`src/rtl/iircf_pkg.sv`:
```
// Shared constants, types and helpers for the IIR comb filter with header bypass.
// No dependencies; every other file imports this package.
package iircf_pkg;

  localparam int RING_DEPTH = 64;
  localparam int RING_AW    = (RING_DEPTH > 1) ? $clog2(RING_DEPTH) : 1;
  localparam int SAMPLE_W   = 16;
  localparam int ACC_W      = 32;
  localparam int CFG_DW     = 32;
  localparam int CFG_AW     = 4;
  localparam int GAIN_SHIFT = 3;

  // register indexes (paddr[3:2])
  localparam logic [1:0] REG_HEADER_ITEMS  = 2'd0;
  localparam logic [1:0] REG_FEEDBACK_GAIN = 2'd1;
  localparam logic [1:0] REG_DIRECT_GAIN   = 2'd2;
  localparam logic [1:0] REG_DELAYED_GAIN  = 2'd3;

  localparam logic [7:0]          HEADER_ITEMS_RST  = 8'd44;
  localparam logic [SAMPLE_W-1:0] FEEDBACK_GAIN_RST = 16'sd0;
  localparam logic [SAMPLE_W-1:0] DIRECT_GAIN_RST   = 16'sd8;
  localparam logic [SAMPLE_W-1:0] DELAYED_GAIN_RST  = 16'sd0;

  typedef logic signed [SAMPLE_W-1:0] sample_t;
  typedef logic [ACC_W-1:0]           acc_t;
  typedef logic [RING_AW-1:0]         ring_addr_t;

  typedef enum logic [1:0] {
    S_IDLE,
    S_MUL1,
    S_MUL2,
    S_SUM
  } filt_state_t;

  function automatic acc_t asr_gain(input acc_t v);
    asr_gain = {{GAIN_SHIFT{v[ACC_W-1]}}, v[ACC_W-1:GAIN_SHIFT]};
  endfunction

  function automatic acc_t sext_sample(input logic [SAMPLE_W-1:0] v);
    sext_sample = {{(ACC_W-SAMPLE_W){v[SAMPLE_W-1]}}, v};
  endfunction

endpackage

```
`src/rtl/iircf_in_if.sv`:
```
// Input sample channel: valid/ready handshake carrying one sample word.
// Depends on iircf_pkg for the sample type.
interface iircf_in_if;
  import iircf_pkg::*;
  logic    valid;
  logic    ready;
  sample_t sample_in;
  modport source (output valid, output sample_in, input ready);
  modport sink   (input valid, input sample_in, output ready);
endinterface

```
`src/rtl/iircf_out_if.sv`:
```
// Result sample channel: valid/ready handshake carrying one sample word.
// Depends on iircf_pkg for the sample type.
interface iircf_out_if;
  import iircf_pkg::*;
  logic    valid;
  logic    ready;
  sample_t sample_out;
  modport source (output valid, output sample_out, input ready);
  modport sink   (input valid, input sample_out, output ready);
endinterface

```
`src/rtl/iir_comb_filter_with_header_bypass.sv`:
```
// Channel  Dir  Handshake                  Payload
// in_ch    in   valid & ready              sample_in, 16 bit signed
// out_ch   out  valid & ready              sample_out, 16 bit signed
// cfg_*    in   psel & penable & pwrite    4 registers at byte address 4*i
//
// A header word is copied to the output register; a filtered word passes from
// accept through the ring RAM read, two dependent multiply stages and the final
// sum before the next word can be taken. The result lands in an output register,
// so a new filtered word is taken while the previous result waits. Reset is synchronous,
// active low; the 64 ring valid bits clear at once, so no clearing pass is needed.
// A stalled output holds the final stage until the register drains.
// Depends on iircf_pkg, iircf_in_if and iircf_out_if.
module iir_comb_filter_with_header_bypass (
  input  logic                        clk,
  input  logic                        rst_n,
  iircf_in_if.sink                    in_ch,
  iircf_out_if.source                 out_ch,
  input  logic                        cfg_psel,
  input  logic                        cfg_penable,
  input  logic                        cfg_pwrite,
  input  logic [iircf_pkg::CFG_AW-1:0] cfg_paddr,
  input  logic [iircf_pkg::CFG_DW-1:0] cfg_pwdata,
  output logic [iircf_pkg::CFG_DW-1:0] cfg_prdata,
  output logic                        cfg_pready
);
  import iircf_pkg::*;

  // configuration registers
  logic [7:0]          header_items_r;
  logic [SAMPLE_W-1:0] feedback_gain_r;
  logic [SAMPLE_W-1:0] direct_gain_r;
  logic [SAMPLE_W-1:0] delayed_gain_r;
  logic                cfg_wr;
  logic [1:0]          cfg_idx;

  assign cfg_pready = 1'b1;
  assign cfg_idx    = cfg_paddr[3:2];
  assign cfg_wr     = cfg_psel && cfg_penable && cfg_pwrite && cfg_pready;

  always_ff @(posedge clk) begin
    if (!rst_n) begin
      header_items_r  <= HEADER_ITEMS_RST;
      feedback_gain_r <= FEEDBACK_GAIN_RST;
      direct_gain_r   <= DIRECT_GAIN_RST;
      delayed_gain_r  <= DELAYED_GAIN_RST;
    end else if (cfg_wr) begin
      case (cfg_idx)
        REG_HEADER_ITEMS:  header_items_r  <= cfg_pwdata[7:0];
        REG_FEEDBACK_GAIN: feedback_gain_r <= cfg_pwdata[SAMPLE_W-1:0];
        REG_DIRECT_GAIN:   direct_gain_r   <= cfg_pwdata[SAMPLE_W-1:0];
        REG_DELAYED_GAIN:  delayed_gain_r  <= cfg_pwdata[SAMPLE_W-1:0];
        default: ;
      endcase
    end
  end

  always_comb begin
    case (cfg_idx)
      REG_HEADER_ITEMS:  cfg_prdata = {24'd0, header_items_r};
      REG_FEEDBACK_GAIN: cfg_prdata = sext_sample(feedback_gain_r);
      REG_DIRECT_GAIN:   cfg_prdata = sext_sample(direct_gain_r);
      REG_DELAYED_GAIN:  cfg_prdata = sext_sample(delayed_gain_r);
      default:           cfg_prdata = '0;
    endcase
  end

  // control and datapath state
  filt_state_t       state_r, state_nxt;
  ring_addr_t        pos_r, pos_nxt, q_addr;
  logic [7:0]        hcnt_r, hcnt_nxt;
  logic              mode_r, mode_nxt;
  logic              out_valid_r, out_valid_nxt;
  sample_t           out_data_r, out_data_nxt;
  logic [RING_DEPTH-1:0] ring_valid_r;

  acc_t              ring_mem [RING_DEPTH];
  acc_t              rd_r;
  logic              oldv_r;
  acc_t              x_r, fbp_r, dlp_r, wdp_r;
  acc_t              oldest, w_val, y_val;
  logic              bypass_now, in_acc, mem_we, out_free;

  assign q_addr     = (pos_r == RING_AW'(RING_DEPTH-1)) ? '0 : pos_r + 1'b1;
  assign bypass_now = !mode_r && (hcnt_r < header_items_r);
  assign out_free   = !out_valid_r || out_ch.ready;
  assign in_acc     = in_ch.valid && in_ch.ready;
  assign oldest     = oldv_r ? rd_r : '0;
  assign w_val      = x_r + asr_gain(fbp_r);
  assign y_val      = asr_gain(wdp_r) + dlp_r;
  assign mem_we     = (state_r == S_MUL2);

  assign in_ch.ready       = (state_r == S_IDLE) && (!bypass_now || out_free);
  assign out_ch.valid      = out_valid_r;
  assign out_ch.sample_out = out_data_r;

  always_comb begin
    state_nxt     = state_r;
    pos_nxt       = pos_r;
    hcnt_nxt      = hcnt_r;
    mode_nxt      = mode_r;
    out_valid_nxt = out_valid_r && !out_ch.ready;
    out_data_nxt  = out_data_r;
    case (state_r)
      S_IDLE: begin
        if (in_acc) begin
          if (bypass_now) begin
            out_valid_nxt = 1'b1;
            out_data_nxt  = in_ch.sample_in;
            hcnt_nxt      = hcnt_r + 8'd1;
            if (hcnt_r + 8'd1 == header_items_r) mode_nxt = 1'b1;
          end else begin
            mode_nxt  = 1'b1;
            state_nxt = S_MUL1;
          end
        end
      end
      S_MUL1: state_nxt = S_MUL2;
      S_MUL2: begin
        pos_nxt   = q_addr;
        state_nxt = S_SUM;
      end
      S_SUM: begin
        // hold the final sum until the output register is free
        if (out_free) begin
          out_valid_nxt = 1'b1;
          out_data_nxt  = y_val[SAMPLE_W-1:0];
          state_nxt     = S_IDLE;
        end
      end
      default: state_nxt = S_IDLE;
    endcase
  end

  always_ff @(posedge clk) begin
    if (!rst_n) begin
      state_r      <= S_IDLE;
      pos_r        <= '0;
      hcnt_r       <= '0;
      mode_r       <= 1'b0;
      out_valid_r  <= 1'b0;
      ring_valid_r <= '0;
    end else begin
      state_r     <= state_nxt;
      pos_r       <= pos_nxt;
      hcnt_r      <= hcnt_nxt;
      mode_r      <= mode_nxt;
      out_valid_r <= out_valid_nxt;
      if (mem_we) ring_valid_r[pos_r] <= 1'b1;
    end
  end

  // ring RAM: one write port, one registered read port
  always_ff @(posedge clk) begin
    if (mem_we) ring_mem[pos_r] <= w_val;
    if (in_acc) rd_r <= ring_mem[q_addr];
  end

  always_ff @(posedge clk) begin
    out_data_r <= out_data_nxt;
    if (in_acc) begin
      x_r    <= sext_sample(in_ch.sample_in);
      oldv_r <= ring_valid_r[q_addr];
    end
    if (state_r == S_MUL1) begin
      fbp_r <= ACC_W'(oldest * sext_sample(feedback_gain_r));
      dlp_r <= asr_gain(ACC_W'(oldest * sext_sample(delayed_gain_r)));
    end
    if (state_r == S_MUL2) wdp_r <= ACC_W'(w_val * sext_sample(direct_gain_r));
  end

  a_filter_start: assert property (@(posedge clk) disable iff (!rst_n)
    in_acc && !bypass_now |=> state_r == S_MUL1)
    else $error("filtered word did not start the multiply sequence");

  a_bypass_out: assert property (@(posedge clk) disable iff (!rst_n)
    in_acc && bypass_now |=> out_valid_r && out_data_r == $past(in_ch.sample_in))
    else $error("header word not copied to output");

  a_mode_sticky: assert property (@(posedge clk) disable iff (!rst_n)
    mode_r |=> mode_r)
    else $error("filter mode fell back to bypass");

  a_pos_advance: assert property (@(posedge clk) disable iff (!rst_n)
    state_r == S_MUL2 |=> pos_r == $past(q_addr) && ring_valid_r[$past(pos_r)])
    else $error("ring position or valid bit not updated after write");

endmodule
```
`src/flat_wrapper.sv`:
```
// flat-port wrapper written by rule: the top's interface ports become plain ports
module iir_comb_filter_with_header_bypass_flat import iircf_pkg::*;
  (clk, rst_n, cfg_psel, cfg_penable, cfg_pwrite, cfg_paddr, cfg_pwdata, cfg_prdata, cfg_pready, in_ch_valid, in_ch_sample_in, in_ch_ready, out_ch_valid, out_ch_sample_out, out_ch_ready);
  iircf_in_if in_ch_i ();
  iircf_out_if out_ch_i ();
  input  logic clk;
  input  logic rst_n;
  input  logic cfg_psel;
  input  logic cfg_penable;
  input  logic cfg_pwrite;
  input  logic [iircf_pkg::CFG_AW-1:0] cfg_paddr;
  input  logic [iircf_pkg::CFG_DW-1:0] cfg_pwdata;
  output logic [iircf_pkg::CFG_DW-1:0] cfg_prdata;
  output logic cfg_pready;
  input wire logic [$bits(in_ch_i.valid)-1:0] in_ch_valid;
  input wire logic [$bits(in_ch_i.sample_in)-1:0] in_ch_sample_in;
  output wire logic [$bits(in_ch_i.ready)-1:0] in_ch_ready;
  output wire logic [$bits(out_ch_i.valid)-1:0] out_ch_valid;
  output wire logic [$bits(out_ch_i.sample_out)-1:0] out_ch_sample_out;
  input wire logic [$bits(out_ch_i.ready)-1:0] out_ch_ready;
  assign in_ch_i.valid = in_ch_valid;
  assign in_ch_i.sample_in = in_ch_sample_in;
  assign in_ch_ready = in_ch_i.ready;
  assign out_ch_valid = out_ch_i.valid;
  assign out_ch_sample_out = out_ch_i.sample_out;
  assign out_ch_i.ready = out_ch_ready;
  iir_comb_filter_with_header_bypass u_core (.clk(clk), .rst_n(rst_n), .in_ch(in_ch_i), .out_ch(out_ch_i), .cfg_psel(cfg_psel), .cfg_penable(cfg_penable), .cfg_pwrite(cfg_pwrite), .cfg_paddr(cfg_paddr), .cfg_pwdata(cfg_pwdata), .cfg_prdata(cfg_prdata), .cfg_pready(cfg_pready));
endmodule
```
`config.mk`:
```
export PLATFORM = sky130hd
export DESIGN_NAME = iir_comb_filter_with_header_bypass_flat
export DESIGN_NICKNAME = d
export VERILOG_FILES = /design/src/rtl/iircf_pkg.sv /design/src/rtl/iircf_in_if.sv /design/src/rtl/iircf_out_if.sv /design/src/rtl/iir_comb_filter_with_header_bypass.sv /design/src/flat_wrapper.sv
export SDC_FILE = /design/constraint.sdc
export NUM_CORES = 2
export LEC_CHECK = 0
export BUFFER_PORTS_ARGS = -buffer_cell sky130_fd_sc_hd__buf_2
export CORE_UTILIZATION = 55
export CTS_CLUSTER_SIZE = 14
export DETAILED_ROUTE_END_ITERATION = 6
export PLACE_DENSITY = 0.74
export SLEW_MARGIN = 40
export SYNTH_ARGS = -nofsm -noshare
export SYNTH_HDL_FRONTEND = slang
export SYNTH_SLANG_ARGS = --single-unit
export TNS_END_PERCENT = 10
```
`constraint.sdc`:
```
create_clock -name clk -period 8.4 [get_ports clk]
set_input_delay 1.68 -clock clk [delete_from_list [all_inputs] [get_ports clk]]
set_output_delay 1.68 -clock clk [all_outputs]
set_load 0.01 [all_outputs]
```
# Word level (Yosys, flattened, before mapping)
# Memories as Yosys holds them, arrays and structs flattened. A register that Yosys moved wholly into a read port is not among the register bits.
# Index checks and enable logic that the tools add are counted.
[totals]
reg_bits = 238
ramBits = 2048
inputBits = 59
wordCells = 89
mem_count = 1
[mem_list]
columns = ["memory", "depth", "width", "rd", "rd_clocked_by_memory_dff", "write_ports", "line_no", "text"]
rows = [
  ["u_core.ring_mem", 64, 32, 1, 1, 1, "iir_comb_filter_with_header_bypass.sv:76", "acc_t ring_mem [RING_DEPTH];"],
]
[classes]
addsub = 4
n_mul = 3
magnitude_cmp = 4
eq_ne = 13
muxes = 23
n_bitwise = 1
n_reduce_logical = 24
[ops]
columns = ["operator", "n"]
rows = [
  ["one-hot mux 32 bit (4 select lines)", 1],
  ["OR 64 bit", 1],
  ["two-way mux 16 bit", 3],
  ["multiplier 32 x 16 -> 19 bit", 1],
  ["multiplier 32 x 16 -> 32 bit", 1],
  ["two-way mux 32 bit", 1],
  ["one-hot mux 16 bit (2 select lines)", 1],
  ["adder 16 x 29 -> 30 bit", 1],
  ["multiplier 30 x 16 -> 19 bit", 1],
  ["adder 16 bit", 1],
  ["less-than comparator 6 x 7 -> 1 bit, second input constant", 2],
  ["two-way mux 1 bit", 9],
  ["AND reduction 3 bit", 3],
  ["adder 8 x 1 -> 8 bit, second input constant", 1],
  ["== test 2 bit, second input constant", 4],
  ["== test 8 bit", 1],
  ["less-than comparator 8 bit", 1],
  ["one-hot mux 2 bit (4 select lines)", 1],
  ["AND reduction 2 bit", 4],
  ["logical AND 1 bit", 7],
  ["adder 6 x 1 -> 6 bit, second input constant", 1],
  ["binary-select mux 1 bit (select 6 bit)", 1],
  ["demux 1 bit (select 6 bit)", 1],
  ["== test 6 bit, second input constant", 1],
  ["other kinds (12)", 23],
]

# Depth between registers and ports, before layout
[depth]
depth_word = 8
depth_mapped = 31

# Worst setup path after synthesis
# OpenSTA, ideal clock, no wires.
[synth_timing]
path_type = "flip-flop to flip-flop"
from = "register u_core.fbp_r[3]"
to = "register u_core.wdp_r[18] (data pin)"
setup_ns = 0.259
arrival_time_ns = 8.866
setup_slack_ns = -0.725
path_stages_with_launch = 27
path_buffers = 0
path_cell_list = "edfxtp_1 -> ha_1 -> inv_1 -> fa_1 -> nor2b_4 -> o311a_4 -> o221a_4 -> or2_4 -> a311oi_2 -> xnor2_1 -> nand2_1 -> fa_1 -> fa_1 -> fa_1 -> fa_1 -> fa_1 -> fa_1 -> xnor2_1 -> xnor2_1 -> xnor2_1 -> xnor2_1 -> xnor3_2 -> xnor2_4 -> xnor2_1 -> xnor3_1 -> xnor2_1 -> xnor2_1"
[synth_between]
elab_chain_cells = 2
[synth_rtl]
columns = ["element", "line_no", "text"]
rows = [
  ["start: declaration", "iir_comb_filter_with_header_bypass.sv:79", "acc_t x_r, fbp_r, dlp_r, wdp_r;"],
  ["start signal: assignment", "iir_comb_filter_with_header_bypass.sv:165", "fbp_r <= ACC_W'(oldest * sext_sample(feedback_gain_r));"],
  ["adder 16 x 29 -> 30 bit", "iir_comb_filter_with_header_bypass.sv:88", "assign w_val = x_r + asr_gain(fbp_r);"],
  ["named net u_core.w_val[14]", "iir_comb_filter_with_header_bypass.sv:80", "acc_t oldest, w_val, y_val;"],
  ["multiplier 30 x 16 -> 19 bit", "iir_comb_filter_with_header_bypass.sv:168", "if (state_r == S_MUL2) wdp_r <= ACC_W'(w_val * sext_sample(direct_gain_r));"],
  ["end signal: assignment", "iir_comb_filter_with_header_bypass.sv:168", ""],
  ["end: declaration", "iir_comb_filter_with_header_bypass.sv:79", ""],
]
# The timed path passes the listed nets, and every way through them passes these cells.
# A chain may end at the register's enable or synchronous reset.

# Final worst setup path
# Ends and elaborated chain as after synthesis.

==> results.json <==
{
  "insertion_delay_ns": 0.86,
  "fin_nets": 7780,
  "cts.clk_slew.worst_paths_ns": 0.06,
  "cts_tree": "yes",
  "viasPerCell": 6.288,
  "status": "finished clean",
  "power.leakage_nw": 43.25,
  "dp_hpwl_mm": 170.8,
  "cp.buffers_inverters": 3,
  "p_sw_frac": 0.2667,
  "vdd_drop_max_v": 0.0002392,
  "num_rows": 162,
  "tns_ns": 0,
  "crit_family": "adder cells",
  "fin_crit_ns": 8.110,
  "antenna_found_initial": 16,
  "fp.dieW_um": 445.5,
  "grt_use_total": 0.2935,
  "overflow": 0,
  "core_sq_um": 195200,
  "max_stage_delay_ns": 0.54,
  "io_pins": 110,
  "synth.net_count": 7640,
  "slew_viol_final": 0,
  "finalHoldViolations": 0,
  "pwr_density_cell_nw_per_um2": 224.1,
  "stdcell_count": 9696,
  "place_ws_ns": 0.2147,
  "synth.avg_cell_area_sq_um": 16.02,
  "arrival_ns": 8.69,
  "skew_ns": 0.1016,
  "h-tree-depth": 4,
  "yosys_register_bits": 2182,
  "ant_nets": 0,
  "ys_types": 89,
  "net-switching-power_mw": 7.171,
  "pwr-share-seq": 0.502,
  "critPathRequiredTime_ns": 8.98,
  "synth_edf_count": 2044,
  "fillers": 13668,
  "setup_ws_ns": 0.2900,
  "mostFrequentLayoutCells": "2,044 x edfxtp_1, 753 x inv_1, 628 x mux4_2, 602 x nand2_1, 549 x fa_1",
  "comb_power_share": 0.150,
  "layout_commonest_cell": "edfxtp_1",
  "start_kind": "flop",
  "drc": 0,
  "grt_pass1_vias": 62862,
  "wl_mm": 286.7,
  "gp_congestion": 0.9427,
  "slew_headroom": 0.3501,
  "crit_slowest_cell": "fa_1",
  "dp_cells": 9308,
  "netlist_instances": 6754,
  "cts-root-buf": "clkbuf_16",
  "cts_max_path_buffers": 3,
  "hold_class": "flop to flop",
  "critPathMaxFanout": 7,
  "port_buffers": 90,
  "syn-cell-area_sq_um": 108200,
  "p_clk_frac": 0.348,
  "rsz0062_at_grt": "false",
  "period_share": 0.9655,
  "chipHeight_um": 445.5,
  "grt_pass1_wl_mm": 419.6,
  "max_slew.worst_pin.slew_ns": 0.9691,
  "start_util": 0.5543,
  "dieArea_sq_um": 198500,
  "synth_ff_type": "edfxtp_1",
  "final_core_util": 0.6145,
  "drive_gt1_frac": 0.1991,
  "multi_input_area_sq_um": 40640,
  "vias": 60967,
  "routedWlPerCell_um": 29.57,
  "regToRegSetupSlack_ns": 0.29,
  "ys_async_sr_fraction": 0,
  "cap_viol_max_count": 0,
  "drt_iter0_drc": 7468,
  "end_kind": "flop",
  "yosysWarningCount": 0,
  "area_growth_pct": 10.87,
  "p_int_mw": 19.72,
  "cts_buffers": 205,
  "worstSetupPathType": "flop to flop",
  "setup_viol": 0,
  "seq_area_sq_um": 64160,
  "first_pass_iters": 7,
  "hold_buffers": 0,
  "grt_max_degree": 115,
  "ys_seq_area_frac": 0.5928,
  "cts.sinks": 2182,
  "clock.fmax_mhz": 123.3
}
==> final timing paths <==
| kind | from | to | cells after the start |
|---|---|---|---|
| worst min-delay path | u_core.delayed_gain_r[5] | u_core.delayed_gain_r[5] | 2 |
| worst max register to register | u_core.fbp_r[3] | u_core.wdp_r[18] | 28 |
| worst min register to register | u_core.delayed_gain_r[5] | u_core.delayed_gain_r[5] | 2 |
| worst max-delay path | u_core.fbp_r[3] | u_core.wdp_r[18] | 28 |
==> tightest hold or removal path, delay by kind of cell (launching register included) <==
family	cells	cell delay, ns
and+or+nand+nor	1	0.05
AOI/OAI and AO/OA	1	0.05
DFF	1	0.31
==> synthesized netlist by cell type, drive strengths merged (38+ instances only) <==
master / number / area share
a21oi: 122 / 0.0057
and2: 142 / 0.0083
and3: 237 / 0.014
buf: 93 / 0.0045
clkbuf: 280 / 0.0097
dfxtp: 138 / 0.026
edfxtp: 2044 / 0.57
fa: 550 / 0.10
ha: 277 / 0.032
inv: 756 / 0.026
mux4: 628 / 0.13
nand2: 605 / 0.021
nand3: 38 / 0.0018
nor2: 266 / 0.0093
o21ai: 45 / 0.0021
xnor2: 127 / 0.010
xor2: 54 / 0.0044
==> area by class of cell <==
| cell class | instances | area share |
|---|---|---|
| timing repair buffer | 306 | 0.01867 |
| clock buffer | 254 | 0.04549 |
| clock inverter | 125 | 0.01103 |
| antenna | 6 | 0.0001252 |
| tap | 2624 | 0.02737 |
| inverter | 756 | 0.02368 |
| multi-input combinational | 3443 | 0.3388 |
| sequential | 2182 | 0.5348 |
==> cell families after synthesis <==
logic type / after synthesis / synth area share
DFF: 2182 / 0.5928
adders and majority gates: 827 / 0.1338
AOI/OAI and AO/OA: 366 / 0.02248
xor gates and xnor gates: 185 / 0.01568
other: 1 / 0.00003466
buffers and inverters: 1129 / 0.04046
and+or+nand+nor: 1403 / 0.06076
muxes: 661 / 0.1339
==> registers in the layout, indices dropped and copies added, names as in the netlist, 29 cells and up <==
name / cells
u_core.fbp_r: 29
u_core.rd_r: 30
u_core.ring_mem: 1920
u_core.ring_valid_r: 64
==> stage by stage <==
| stage | total power, mW | hold slack [ns] | instance area (sq um) |
|---|---|---|---|
| after CTS | 26.91 | 0.4632 | 119800 |
| final | 26.89 | 0.4641 | 120000 |
| after global routing | 27.63 | 0.4898 | 119900 |
| after detailed placement | 17.70 | 0.4553 | 113000 |
| after global placement | 17.51 | 0.4435 | 112900 |
| after floorplan | 16.01 | 0.4348 | 108200 |
==> per-layer routing <==
| metal | part of all wire | vias to the layer above | wire length [um] | global-route usage |
|---|---|---|---|---|
| met1 | 0.36 | 31655 | 103900 | 0.3863 |
| li1 | - | 24844 | - | - |
| met3 | 0.097 | 721 | 27710 | 0.04813 |
| met4 | 0.051 | 8 | 14570 | 0.1327 |
| met5 | 0.00015 | - | 42 | 0 |
| met2 | 0.49 | 3739 | 140400 | 0.4837 |
==> power groups by stage <==
stage / logic [mW] / clock network [mW] / registers (mW)
after detailed placement: 3.97 / 0 / 13.7
after global placement: 3.79 / 0 / 13.7
after floorplan: 2.26 / 0 / 13.8
after global routing: 4.29 / 9.83 / 13.5
after CTS: 3.99 / 9.42 / 13.5
final: 4.03 / 9.35 / 13.5
==> what timing repair did <==
| action | in CTS | in global routing |
|---|---|---|
| setup endpoints to repair | 0 | 1 |
| buffers inserted | 0 | 0 |
| resized for setup | 0 | 3 |
Note: power is estimated with default switching activity, not from simulation.
